<file path="config.mk">
export PLATFORM = sky130hd
export DESIGN_NAME = peti_queue
export DESIGN_NICKNAME = d
export VERILOG_FILES = /design/src/rtl/peti_pkg.sv /design/src/rtl/peti_queue.sv
export SDC_FILE = /design/constraint.sdc
export NUM_CORES = 1
export LEC_CHECK = 0
export BUFFER_PORTS_ARGS = -buffer_cell sky130_fd_sc_hd__buf_2
export CORE_UTILIZATION = 40
export CTS_CLUSTER_DIAMETER = 60
export DETAILED_ROUTE_END_ITERATION = 10
export PLACE_DENSITY_LB_ADDON = 0.25
export SYNTH_ARGS = -nofsm -noshare
export SYNTH_HDL_FRONTEND = slang
export SYNTH_SLANG_ARGS = --single-unit
</file>
<file path="constraint.sdc">
create_clock -name clk_i -period 3.95 [get_ports clk_i]
set_clock_uncertainty 0.1 [all_clocks]
set_input_delay 0.1975 -clock clk_i [delete_from_list [all_inputs] [get_ports clk_i]]
set_output_delay 0.1975 -clock clk_i [all_outputs]
set_load 0.05 [all_outputs]
</file>
<file path="src/rtl/peti_pkg.sv">
package peti_pkg;
  localparam int unsigned TableSize = 256;
  localparam int unsigned IdxW = $clog2(TableSize);
  localparam int unsigned FracW = 16;
  localparam int unsigned SpanW = 25;
  localparam int unsigned StepW = SpanW - IdxW;

  typedef enum logic [1:0] {
    OpWrite = 2'd0,
    OpLookup = 2'd1,
    OpSync = 2'd2,
    OpNone = 2'd3
  } op_e;

  typedef enum logic {
    CfgMicro = 1'b0,
    CfgFull = 1'b1
  } cfg_idx_e;

  typedef struct packed {
    op_e op;
    logic axis;
    logic [31:0] position;
    logic clockwise;
    logic [7:0] entry_index;
    logic [15:0] entry_value;
  } item_t;

  typedef struct packed {
    logic [7:0] table_index;
    logic [23:0] correction;
  } res_t;

  typedef enum logic [3:0] {
    StIdle, StRem, StRemFix, StDiv, StFloor, StPhase, StRd0, StRd1, StMul, StOut
  } back_state_e;
endpackage

</file>
<file path="src/rtl/peti_queue.sv">
module peti_queue (
  input  logic clk_i,
  input  logic rst_ni,
  input  logic in_valid_i,
  output logic in_ready_o,
  input  peti_pkg::item_t in_item_i,
  output logic out_valid_o,
  input  logic out_ready_i,
  output peti_pkg::item_t out_item_o
);
  import peti_pkg::*;
  item_t mem_q [2];
  logic wp_q, rp_q;
  logic [1:0] cnt_q;
  logic push, pop;

  assign in_ready_o = cnt_q != 2'd2;
  assign out_valid_o = cnt_q != 2'd0;
  assign push = in_valid_i && in_ready_o;
  assign pop = out_valid_o && out_ready_i;
  assign out_item_o = mem_q[rp_q];

  always_ff @(posedge clk_i or negedge rst_ni) begin
    if (!rst_ni) begin
      wp_q <= 1'b0;
      rp_q <= 1'b0;
      cnt_q <= 2'd0;
    end else begin
      if (push) wp_q <= ~wp_q;
      if (pop) rp_q <= ~rp_q;
      cnt_q <= cnt_q + {1'b0, push} - {1'b0, pop};
    end
  end

  always_ff @(posedge clk_i) begin
    if (push) mem_q[wp_q] <= in_item_i;
  end
endmodule

</file>
==> impl_metrics.py <==
metrics = {
    "cts": {
        "count_of_instances_resized_after_the_clock_tree_is_built": 0,
        "clock_latency_on_the_worst_skew_pair_ns": 0.40,
        "cts.sinks": 124,
        "clock_tree.root_cell": "clkbuf_16",
        "clockBufferDepth": 2,
        "htree_levels": 4,
        "cts-buffers-inserted": 17,
        "clk_pin_slew_ns": 0.05,
        "cts_tree": "done",
    },
    "grt": {
        "gr_ovfl_total": 0,
        "globalRouteMet2Util_pct": 24.31,
        "grt_first_pass_wirelength_um": 13190,
        "busiest_layer": "met2",
        "global_route.usage.met1_pct": 15.93,
        "gr-usage-met3_pct": 4.736,
        "initial_antenna_violation_count": 1,
        "grt_usage_pct": 14.27,
        "grt_max_degree": 35,
        "first_global_vias": 2666,
    },
    "layout": {
        "final_core_utilization_pct": 57.95,
        "area_growth_from_synthesis_to_final_layout_pct": 39.32,
        "fin_cells": 565,
        "fill_cells": 911,
        "final_nets": 474,
        "fin_area_um2": 6730,
        "share_of_post_route_cells_with_drive_strength_above_1_pct": 52.73,
    },
    "timing": {
        "setup_repair_after_global_routing_missed_its_margin": "no",
        "fin_hold_ws_ns": 0.03760,
        "fin_setup_tns_ns": 0,
        "finalSetupViolCount": 0,
        "maxSlewHeadroom_pct": 42.98,
        "final_max_slew_viol_count": 0,
        "timing_worst_slew_pin_value_ns": 0.8533,
        "hold_viol": 0,
        "final_min_period_over_clock_period_pct": 59.86,
        "max_freq_mhz": 422.9,
        "final.min_clock_period_ns": 2.364,
    },
    "power_and_ir_drop": {
        "power.density_nw_per_um2": 840.5,
        "peakVddDrop_mv": 0.3700,
        "leakage_power_figure_uw": 0.002746,
    },
    "route": {
        "dr.first_iter.drc_count": 142,
        "via_per_inst": 4.488,
        "post_drt_wl_per_cell_um": 14.99,
        "drcViolationCount": 9,
        "final_antenna_net_count": 0,
        "drt_wl_total_um": 8470,
        "detailedRoute.firstPassIterationCount": 7,
        "vias": 2536,
    },
    "synth": {
        "syn_area_um2": 4831,
        "ys_top_cells_by_area": "edfxtp_1, mux2_4, buf_12",
        "syn-num-nets": 270,
        "ys_warn_count": 0,
        "synth.avg_cell_area_um2": 23.68,
        "share_of_the_yosys_chip_area_belonging_to_registers_pct": 76.66,
        "postSynthRegisterBits": 124,
        "synth_cells": 204,
        "synthDistinctLibCells": 16,
        "yosysTopAreaCellShare_pct": 74.59,
        "netlist.top_cell.by_area": "edfxtp_1",
    },
    "flow_run": {
        "maxCapViolations": 0,
    },
    "worst_setup_path": {
        "endpoint_kind": "output port",
        "crit_type": "reg2out",
        "worst_ep_required_time_ns": 3.65,
        "worst-path-max-fanout": 24,
        "start_kind": "flip-flop",
        "critPathArrivalTime_ns": 2.07,
    },
    "placed_design": {
        "port-buffer-count": 125,
        "dpl_cells": 470,
        "postPlaceCellArea_um2": 5567,
        "place.detailed.hpwl_um": 5187,
        "finalWeightedCongestion": 0.6315,
    },
    "floorplan": {
        "die_h_um": 111.9,
        "boundaryPins": 126,
        "die_area_um2": 12520,
        "row_count": 39,
        "fp.dieW_um": 111.9,
        "start_util_pct": 41.60,
        "core_area_um2": 11610,
    },
    "run_status": {
        "violations": "DRC",
        "outcome": "complete, but fails checks",
    },
    "worst_hold_path": {
        "type_of_the_worst_min_delay_path": "in2async",
    },
}
## power by group
group	switching [uW]	total, uW	internal, uW
Combinational	1550	2330	784
Sequential	121	1930	1810
Clock	506	1400	889
Total	2180	5660	3480
## sequential cells by signal, indices dropped and copies added (netlist names)
name   cells
rp_q       1
cnt_q      2
mem_q    120
wp_q       1
## final cells by class
class                      instances  area (um2)  area share (%)
clock buffer                      23       467.9           6.953
timing repair buffer             192        1296           19.26
antenna                            1       2.502         0.03718
inverter                           1       3.754         0.05577
clock inverter                     9       72.57           1.078
sequential                       124        3707           55.08
tap                              143       178.9           2.658
multi-input combinational         72        1001           14.87
## cells by family after synthesis
logic type,share of synthesized area [%]
muxes,18.57
adders and majority gates,0.5179
DFF,76.66
and+or+nand+nor,0.7253
xor gates and xnor gates,0.7253
buffers and inverters,2.797
## timing repair
action / in CTS / in global routing
hold endpoints to repair: 125 / 0
hold buffers: 62 / 0
setup buffers: 0 / 0
## critical path, cell delays in order (launching register included)
cell and delay (ns):
dfrtp_4 0.63, buf_4 0.48, mux2_4 0.35, buf_2 0.21
## worst paths after layout
kind | slack [ns] | start | to | depth (start not counted)
worst max-delay path | 1.59 | rp_q | out_item_o[19] | 3
worst min-delay path | 0.04 | rst_ni | cnt_q[0] | 2
worst max register to register | 1.90 | cnt_q[1] | mem_q[0][18] | 4
worst min register to register | 0.41 | cnt_q[0] | cnt_q[0] | 1
max in group asynchronous | 3.57 | rst_ni | rp_q | 2
min in group clk_i | 0.09 | in_valid_i | wp_q | 3
## per-layer routing
metal | up-vias | wire [um]
met5 | - | 0
met4 | 0 | 108
met3 | 8 | 407
met2 | 77 | 4364
met1 | 1237 | 3589
li1 | 1214 | -
## stage by stage
step,total power [uW],worst slack (ns)
final,5657,1.586
after global routing,5884,1.486
after CTS,5728,1.536
after detailed placement,4276,1.836
after global placement,4252,1.890
after floorplan,3946,0.8352
## layout by cell type (no fill, tap or decap), types with 2 or more instances in the layout
cell,netlist,final
buf_4,0,4
clkinv_2,0,7
clkbuf_16,0,17
mux2_4,59,59
clkbuf_1,0,4
dlygate4sd3_1,0,62
edfxtp_1,120,120
ha_1,2,2
xnor2_1,3,3
clkbuf_8,0,2
dfrtp_1,4,3
buf_2,0,125
## cell usage after synthesis
| cell | n |
|---|---|
| ha_1 | 2 |
| and3_1 | 1 |
| buf_12 | 6 |
| or2_1 | 1 |
| buf_6 | 1 |
| mux2_4 | 59 |
| nand2_1 | 1 |
| dfrtp_1 | 4 |
| xor2_1 | 1 |
| edfxtp_1 | 120 |
| inv_1 | 1 |
| xnor2_1 | 3 |
| and2_4 | 1 |
| mux2_2 | 1 |
| nand2b_1 | 1 |
| nor2_1 | 1 |
No activity file was read; power rests on OpenSTA's default activity.
